`src/sv/bct_pkg.sv`:
```
`timescale 1ns / 1ps
`default_nettype none

package bct_pkg;

  // Register indexes on the configuration port
  localparam int unsigned CfgIdxW = 3;
  localparam logic [CfgIdxW-1:0] REG_INITIAL_SECONDS = 3'd0;
  localparam logic [CfgIdxW-1:0] REG_ADJUST_STEP     = 3'd1;
  localparam logic [CfgIdxW-1:0] REG_UPPER_LIMIT     = 3'd2;
  localparam logic [CfgIdxW-1:0] REG_MS_PER_TICK     = 3'd3;
  localparam logic [CfgIdxW-1:0] REG_MS_PER_SECOND   = 3'd4;

  localparam int unsigned CfgDataW = 10;
  localparam int unsigned CountW   = 8;
  localparam int unsigned MsW      = 10;
  localparam int unsigned AccW     = 11;

  // Reset values of the registers
  localparam logic [CountW-1:0] INITIAL_SECONDS_RST = 8'd30;
  localparam logic [CountW-1:0] ADJUST_STEP_RST     = 8'd5;
  localparam logic [CountW-1:0] UPPER_LIMIT_RST     = 8'd250;
  localparam logic [MsW-1:0]    MS_PER_TICK_RST     = 10'd32;
  localparam logic [MsW-1:0]    MS_PER_SECOND_RST   = 10'd1000;

  localparam logic [CountW-1:0] COUNT_MAX = 8'd255;
  localparam logic [AccW-1:0]   ACC_MAX   = 11'd2047;

  // Live settings handed to the update logic
  typedef struct packed {
    logic [CountW-1:0] adjust_step;
    logic [CountW-1:0] upper_limit;
    logic [MsW-1:0]    ms_per_tick;
    logic [MsW-1:0]    ms_per_second;
  } bct_cfg_t;

  // One sample of the buttons and the tick
  typedef struct packed {
    logic tick;
    logic button_down;
    logic button_up;
    logic button_stop;
    logic button_start;
  } bct_item_t;

  // One result word
  typedef struct packed {
    logic              running;
    logic              alarm;
    logic [CountW-1:0] port_seconds;
    logic [CountW-1:0] seconds_left;
  } bct_result_t;

endpackage

`default_nettype wire

```
`src/sv/bct_cfg_regs.sv`:
```
`timescale 1ns / 1ps
`default_nettype none

module bct_cfg_regs (
  input  wire logic                          clk_i,
  input  wire logic                          rst_ni,
  input  wire logic                          cfg_valid_i,
  output logic                               cfg_ready_o,
  input  wire logic [bct_pkg::CfgIdxW-1:0]   cfg_index_i,
  input  wire logic [bct_pkg::CfgDataW-1:0]  cfg_data_i,
  output bct_pkg::bct_cfg_t                  cfg_o
);

  bct_pkg::bct_cfg_t cfg_q, cfg_d;

  assign cfg_ready_o = 1'b1;

  // Decode a write; initial_seconds only matters at reset, where it is
  // back at its reset value, so a write to it changes nothing
  always_comb begin
    cfg_d = cfg_q;
    if (cfg_valid_i) begin
      unique case (cfg_index_i)
        bct_pkg::REG_INITIAL_SECONDS: ;
        bct_pkg::REG_ADJUST_STEP:   cfg_d.adjust_step   = cfg_data_i[bct_pkg::CountW-1:0];
        bct_pkg::REG_UPPER_LIMIT:   cfg_d.upper_limit   = cfg_data_i[bct_pkg::CountW-1:0];
        bct_pkg::REG_MS_PER_TICK:   cfg_d.ms_per_tick   = cfg_data_i[bct_pkg::MsW-1:0];
        bct_pkg::REG_MS_PER_SECOND: cfg_d.ms_per_second = cfg_data_i[bct_pkg::MsW-1:0];
        default: ;
      endcase
    end
  end

  always_ff @(posedge clk_i or negedge rst_ni) begin
    if (!rst_ni) begin
      cfg_q.adjust_step   <= bct_pkg::ADJUST_STEP_RST;
      cfg_q.upper_limit   <= bct_pkg::UPPER_LIMIT_RST;
      cfg_q.ms_per_tick   <= bct_pkg::MS_PER_TICK_RST;
      cfg_q.ms_per_second <= bct_pkg::MS_PER_SECOND_RST;
    end else begin
      cfg_q <= cfg_d;
    end
  end

  assign cfg_o = cfg_q;

endmodule

`default_nettype wire

```
`src/sv/bct_core.sv`:
```
`timescale 1ns / 1ps
`default_nettype none

module bct_core (
  input  wire logic               clk_i,
  input  wire logic               rst_ni,
  input  wire logic               step_i,
  input  wire bct_pkg::bct_item_t item_i,
  input  wire bct_pkg::bct_cfg_t  cfg_i,
  output bct_pkg::bct_result_t    result_o
);

  logic [3:0]                   prev_q, prev_d;
  logic                         run_q, run_d;
  logic [bct_pkg::AccW-1:0]     acc_q, acc_d;
  logic [bct_pkg::CountW-1:0]   count_q, count_d;
  logic [bct_pkg::CountW-1:0]   port_q, port_d;
  logic                         alarm_q, alarm_d;

  logic [3:0]                   now;
  logic [3:0]                   rise;
  logic [bct_pkg::CountW:0]     up_sum;
  logic [bct_pkg::CountW-1:0]   cnt_up;
  logic [bct_pkg::AccW:0]       acc_sum;
  logic [bct_pkg::AccW-1:0]     acc_tick;
  logic [bct_pkg::AccW-1:0]     mps;

  assign now  = {item_i.button_down, item_i.button_up, item_i.button_stop,
                 item_i.button_start};
  assign rise = now & ~prev_q;
  assign mps  = {1'b0, cfg_i.ms_per_second};

  // Button edges, tick accumulation and the one-second boundary
  always_comb begin
    prev_d = now;

    // start, then stop
    run_d = rise[0] ? 1'b1 : run_q;
    if (rise[1]) run_d = 1'b0;

    // up press, only below upper_limit, saturating at the top of the count
    up_sum = {1'b0, count_q} + {1'b0, cfg_i.adjust_step};
    cnt_up = count_q;
    if (rise[2] && (count_q < cfg_i.upper_limit)) begin
      cnt_up = up_sum[bct_pkg::CountW] ? bct_pkg::COUNT_MAX
                                       : up_sum[bct_pkg::CountW-1:0];
    end

    // down press, saturating at zero
    count_d = cnt_up;
    if (rise[3]) begin
      count_d = (cnt_up > cfg_i.adjust_step) ? cnt_up - cfg_i.adjust_step
                                             : '0;
    end

    // tick adds its milliseconds while running
    acc_tick = rise[1] ? '0 : acc_q;
    acc_sum  = {1'b0, acc_tick} + {2'b00, cfg_i.ms_per_tick};
    if (run_d && item_i.tick) begin
      acc_tick = acc_sum[bct_pkg::AccW] ? bct_pkg::ACC_MAX
                                        : acc_sum[bct_pkg::AccW-1:0];
    end

    // second boundary
    acc_d   = acc_tick;
    port_d  = port_q;
    alarm_d = alarm_q;
    if (acc_tick >= mps) begin
      if ((count_d != '0) && run_d) count_d = count_d - 1'b1;
      if (count_d == '0) alarm_d = 1'b1;
      port_d = count_d;
      acc_d  = acc_tick - mps;
    end

    result_o.seconds_left = count_d;
    result_o.port_seconds = port_d;
    result_o.alarm        = alarm_d;
    result_o.running      = run_d;
  end

  always_ff @(posedge clk_i or negedge rst_ni) begin
    if (!rst_ni) begin
      prev_q  <= '0;
      run_q   <= 1'b0;
      acc_q   <= '0;
      count_q <= bct_pkg::INITIAL_SECONDS_RST;
      port_q  <= '0;
      alarm_q <= 1'b0;
    end else if (step_i) begin
      prev_q  <= prev_d;
      run_q   <= run_d;
      acc_q   <= acc_d;
      count_q <= count_d;
      port_q  <= port_d;
      alarm_q <= alarm_d;
    end
  end

endmodule

`default_nettype wire

```
`src/sv/button_countdown_timer.sv`:
```
`timescale 1ns / 1ps
`default_nettype none

// Countdown timer driven by four push buttons and a periodic tick. Each input
// word is one sample of the buttons and the tick; only rising button edges
// act (start, stop, up, down, in that order), then the tick adds to the
// millisecond accumulator and at most one second boundary is taken. Every
// input word yields exactly one result word with the state after the update.
// The block takes one word per clock while the sink does not stall; a word
// passes through one input register, then the update logic into the result
// register, which also holds a result while the sink stalls. The count
// resets to 30; a write to initial_seconds does not reload it. The user must
// write configuration only while no word is in flight; it is not enforced.
module button_countdown_timer (
  input  wire logic                          clk_i,
  input  wire logic                          rst_ni,
  // stream in
  input  wire logic                          s_axis_tvalid,
  output logic                               s_axis_tready,
  // [0] button_start, [1] button_stop, [2] button_up, [3] button_down,
  // [4] tick, [7:5] zero
  input  wire logic [7:0]                    s_axis_tdata,
  // stream out
  output logic                               m_axis_tvalid,
  input  wire logic                          m_axis_tready,
  // [7:0] seconds_left, [15:8] port_seconds, [16] alarm, [17] running,
  // [23:18] zero
  output logic [23:0]                        m_axis_tdata,
  // configuration writes
  input  wire logic                          cfg_valid_i,
  output logic                               cfg_ready_o,
  input  wire logic [bct_pkg::CfgIdxW-1:0]   cfg_index_i,
  input  wire logic [bct_pkg::CfgDataW-1:0]  cfg_data_i
);

  bct_pkg::bct_cfg_t    cfg;
  bct_pkg::bct_item_t   in_q;
  bct_pkg::bct_result_t result, out_q;
  logic                 in_valid_q, out_valid_q;
  logic                 advance;

  // Word moves from the input register into the result register
  assign advance       = in_valid_q && (!out_valid_q || m_axis_tready);
  assign s_axis_tready = !in_valid_q || advance;

  bct_cfg_regs u_cfg (
    .clk_i       (clk_i),
    .rst_ni      (rst_ni),
    .cfg_valid_i (cfg_valid_i),
    .cfg_ready_o (cfg_ready_o),
    .cfg_index_i (cfg_index_i),
    .cfg_data_i  (cfg_data_i),
    .cfg_o       (cfg)
  );

  bct_core u_core (
    .clk_i    (clk_i),
    .rst_ni   (rst_ni),
    .step_i   (advance),
    .item_i   (in_q),
    .cfg_i    (cfg),
    .result_o (result)
  );

  // Input register
  always_ff @(posedge clk_i or negedge rst_ni) begin
    if (!rst_ni) begin
      in_valid_q <= 1'b0;
    end else if (s_axis_tready) begin
      in_valid_q <= s_axis_tvalid;
    end
  end

  always_ff @(posedge clk_i) begin
    if (s_axis_tready && s_axis_tvalid) begin
      in_q <= s_axis_tdata[4:0];
    end
  end

  // Result register
  always_ff @(posedge clk_i or negedge rst_ni) begin
    if (!rst_ni) begin
      out_valid_q <= 1'b0;
    end else if (advance) begin
      out_valid_q <= 1'b1;
    end else if (m_axis_tready) begin
      out_valid_q <= 1'b0;
    end
  end

  always_ff @(posedge clk_i) begin
    if (advance) begin
      out_q <= result;
    end
  end

  assign m_axis_tvalid = out_valid_q;
  assign m_axis_tdata  = {6'd0, out_q};

endmodule

`default_nettype wire
```
`config.mk`:
```
export PLATFORM = sky130hd
export DESIGN_NAME = button_countdown_timer
export DESIGN_NICKNAME = d
export VERILOG_FILES = /design/src/sv/bct_pkg.sv /design/src/sv/bct_cfg_regs.sv /design/src/sv/bct_core.sv /design/src/sv/button_countdown_timer.sv
export SDC_FILE = /design/constraint.sdc
export NUM_CORES = 1
export LEC_CHECK = 0
export BUFFER_PORTS_ARGS = -buffer_cell sky130_fd_sc_hd__buf_2
export CAP_MARGIN = 0
export CORE_UTILIZATION = 60
export DETAILED_ROUTE_END_ITERATION = 8
export PLACE_DENSITY = 0.87
export SYNTH_ARGS = -nofsm -noshare
export SYNTH_HDL_FRONTEND = slang
export SYNTH_SLANG_ARGS = --single-unit
```
`constraint.sdc`:
```
create_clock -name clk_i -period 6.95 [get_ports clk_i]
set_input_delay 1.0425 -clock clk_i [delete_from_list [all_inputs] [get_ports clk_i]]
set_output_delay 1.0425 -clock clk_i [all_outputs]
set_load 0.1 [all_outputs]
```
==> summary.txt <==
Detailed routing
  – DR top layer: met4
  – Met1 Wirelength: roughly 6.5 mm
  – Initial DRC count: 256
  – WL met3: 830 µm
  – Wire per inst: 17.70 µm
  – Remaining antenna violation count: 0
  – Vias: 5180
  – Vias per cell: roughly 6.1
  – Drt total wl: ~15 mm
  – DR WL met2: a little over 7 mm
  – DRC Markers: 0
  – DRT Pass-1 Iters: 5

Worst setup path
  – Crit. End Element: flip-flop
  – Worst path arrival time: slightly above 6 ns
  – Crit Path Class: reg2reg
  – CP startpoint kind: flip-flop
  – WP data required: ~7.2 ns
  – Crit Path Max Fanout: 9

Synthesis
  – Post-synth EDFFs: 23
  – Synth async-reset ratio: 0.7553
  – Compound-cell area share of the yosys netlist: 0.2058
  – Post-Synth Adder-Cell Area: 0.1000
  – Yosys reg bits: 94
  – Synthesized instance count: about 670
  – Simple-gate share of the synthesized area: 0.1582
  – Post-synthesis cell type count: 85
  – Avg Inst Size Synth: 9.656 µm²
  – Synthesized cell area: between 0.006 and 0.007 mm²
  – YS warnings: 0
  – Post-Synth XOR/XNOR Area: 0.03132
  – Mux contribution to synthesized area: 0.07082
  – Post-synthesis sequential area ratio: 0.3874
  – Ys flop type: dfrtp_1
  – Largest family of logic cells by synthesized area: compound AO/OA/AOI/OAI gates

Finish
  – Syn-to-layout area delta: 7.743%
  – Register Area: between 0.002 and 0.0025 mm²
  – Final net count: a little under 800
  – # fillers: between 800 and 900
  – Layout cells sized above 1: 0.2008
  – Antenna cell count: 0
  – Multi-input logic area: between 0.003 and 0.004 mm²

Timing
  – Final setup violating endpoints: 0
  – Final Hold Viols: 0
  – Setup_tns: 0 ns
  – Clock Skew: between 0.01 and 0.015 ns
  – Worst Tran Pin Value: between 1 and 1.5 ns
  – Top achievable clock speed: around 0.17 GHz
  – Count of pins over their slew limit: 0
  – Final Cycle Share: 0.8573
  – Rel. slew slack: 0.2398
  – Final Critical Period: around 6 ns
  – RSZ-0062 raised after global routing: false

GRT
  – Initial antenna violation count: 0
  – First-pass GRT wire length: around 25 mm
  – Largest net degree at the start of global routing: between 70 and 80
  – Vias in the first global route: between 5000 and 6000
  – Total gr overflow: 0
  – Total GRT Usage: 0.2868

Power and ir drop
  – Peak supply drop: ~360 µV
  – Net load switching power: around 1.9 mW
  – Cell area power density: roughly 540 mW/mm²
  – Sw frac: 0.5048
  – Clock Power Share: 0.096
  – Total Power: around 3.7 mW
  – Pleak: 3.072 nW
  – Internal power: 1.855 mW
  – Logic gate share of total power: 0.665
  – Sequential share of power: 0.239

Clock tree
  – H-tree depth: 3
  – CTS tree: built
  – Post-CTS resize count: 0
  – Setup repair bufs after CTS: 0
  – Clk sinks: 94
  – Clk_lat worst skew: 0.39 ns
  – CTS Root Cell: clkbuf_8
  – Clock Tree Buf Depth: 2
  – Num CTS Buffers: 9
  – Clk slew on worst S/H paths: roughly 0.09 ns
  – CTS Hold Bufs: 0

Min path
  – Hold Crit Class: reg2reg

Floorplan
  – Site row count: 37
  – Chip Height: approximately 110 µm
  – Num ports: 53
  – Starting Density: 0.6202
  – Chip width: 105.5 µm
  – Total core area: slightly above 0.01 mm²
  – Die area: about 0.011 mm²

Placed design
  – I/O Buffers: 42
  – GP Congestion: about 0.93
  – DP HPWL: between 10 and 15 mm

Run
  – Max Cap Violations: 0

Run status
  – Status: completed
[worst max-delay path: stages (launching register included)]
cell,delay (ns)
dfstp_2,0.53
inv_1,0.05
ha_1,0.32
a211oi_1,0.25
o21ai_0,0.14
o21ba_1,0.53
mux2i_1,0.34
ha_1,0.25
fa_1,0.22
and2b_1,0.20
o31a_2,0.33
o211a_1,0.31
nand2_4,0.19
nor2_1,0.06
a21oi_1,0.27
ha_1,0.35
nand2_1,0.15
or4_4,0.45
nor3_1,0.21
mux2_2,0.40
mux2_2,0.27
[placed cells by master, fill, tap and decap left out, types with 7 or more instances in the layout]
| cell type | instances |
|---|---|
| dfstp_2 | 19 |
| mux2_2 | 32 |
| nand2_1 | 73 |
| nor3_1 | 11 |
| nand3_1 | 10 |
| clkbuf_8 | 10 |
| ha_1 | 45 |
| nor2b_1 | 7 |
| nor4_1 | 7 |
| nor2_1 | 46 |
| conb_1 | 7 |
| inv_1 | 41 |
| xnor2_1 | 14 |
| a21oi_1 | 28 |
| mux2i_1 | 8 |
| o21ai_0 | 51 |
| a21o_1 | 13 |
| o21a_1 | 10 |
| dfrtp_1 | 52 |
| nand2b_1 | 8 |
| xor2_1 | 9 |
| buf_2 | 42 |
| a2bb2oi_1 | 8 |
| edfxtp_1 | 23 |
| and2_1 | 12 |
[stage by stage]
stage	std cells	instance area, µm²	setup WS [ns]	hold WS [ns]	utilization
after CTS	843	6929	1.051	0.4826	0.6682
after global placement	827	6735	1.233	0.4521	0.6495
final	843	6929	0.9915	0.4859	0.6682
after global routing	843	6929	0.6682	0.5108	0.6682
after detailed placement	827	6735	1.132	0.4630	0.6495
after floorplan	671	6450	1.767	0.4319	-
[synthesized netlist by cell type, drive strengths merged (3+ instances only)]
cell type  count  area share
nand2         74       0.044
o21ai         55       0.044
dfrtp         52        0.20
nor2          47       0.028
ha            45       0.088
inv           43       0.025
mux2          33       0.058
a21oi         28       0.022
edfxtp        23        0.11
dfstp         19       0.078
buf           15       0.014
nor3          14       0.012
xnor2         14       0.019
a21o          13       0.015
and2          12       0.012
o21a          11       0.013
clkbuf        10      0.0058
nand3         10      0.0078
a2bb2oi        9       0.013
xor2           9       0.012
a211oi         8       0.012
mux2i          8       0.012
nand2b         8      0.0078
nor4           8      0.0088
a31oi          7      0.0078
nor2b          7      0.0068
o21bai         6      0.0070
o31ai          6      0.0070
or3            5      0.0049
fa             4       0.012
nand4          4      0.0039
o22ai          4      0.0039
nand3b         3      0.0035
o211ai         3      0.0035
o32ai          3      0.0093
or2            3      0.0029
or4            3      0.0041
[flip-flops by register name, summed over array words and instances, names as in the netlist]
register	cells
in_q	5
m_axis_tvalid	1
u_core.prev_q	4
u_core.run_q	1
m_axis_tdata	18
u_core.alarm_q	1
u_cfg.cfg_o	36
u_core.count_q	8
u_core.acc_q	11
u_core.port_q	8
in_valid_q	1
[power groups by stage]
stage	sequential [mW]	combinational, mW	clock, mW
after global placement	0.894	2.36	0
after floorplan	1.19	1.68	0
after detailed placement	0.903	2.44	0
after CTS	0.895	2.46	0.363
after global routing	0.914	2.72	0.388
final	0.896	2.49	0.360
[area by class of cell]
type / instances / area share
tap: 136 / 0.02456
inverter: 43 / 0.02329
timing repair buffer: 45 / 0.03359
clock inverter: 4 / 0.003973
clock buffer: 12 / 0.02402
sequential: 94 / 0.3595
multi-input combinational: 509 / 0.5311
[cells by family (layout without fill, tap and decap cells)]
group / count (synthesis) / in the layout
mux: 41 / 41
compound gates: 182 / 182
other cells: 2 / 7
simple gates: 207 / 207
fa+ha+maj: 49 / 49
xor+xnor: 23 / 23
buf+inv: 68 / 104
flops: 94 / 94
[metal layers]
| metal | vias to the layer above | GRT usage |
|---|---|---|
| met5 | - | 0 |
| met1 | 2486 | 0.3640 |
| met3 | 39 | 0.05999 |
| met4 | 0 | 0.1181 |
| met2 | 182 | 0.4779 |
| li1 | 2473 | - |
[path summary, 6_finish.rpt]
path	startpoint	end	slack [ns]	cells past startpoint
setup / recovery	u_cfg.cfg_o[25]	u_core.count_q[6]	0.99	20
hold / removal	u_core.prev_q[1]	u_core.prev_q[1]	0.49	2
setup reg to reg	u_cfg.cfg_o[25]	u_core.count_q[6]	0.99	20
hold reg to reg	u_core.prev_q[1]	u_core.prev_q[1]	0.49	2
max in group asynchronous	rst_ni	u_core.count_q[6]	5.48	2
min in group asynchronous	rst_ni	u_cfg.cfg_o[17]	0.88	2
Note: power is estimated with default switching activity, not from simulation.
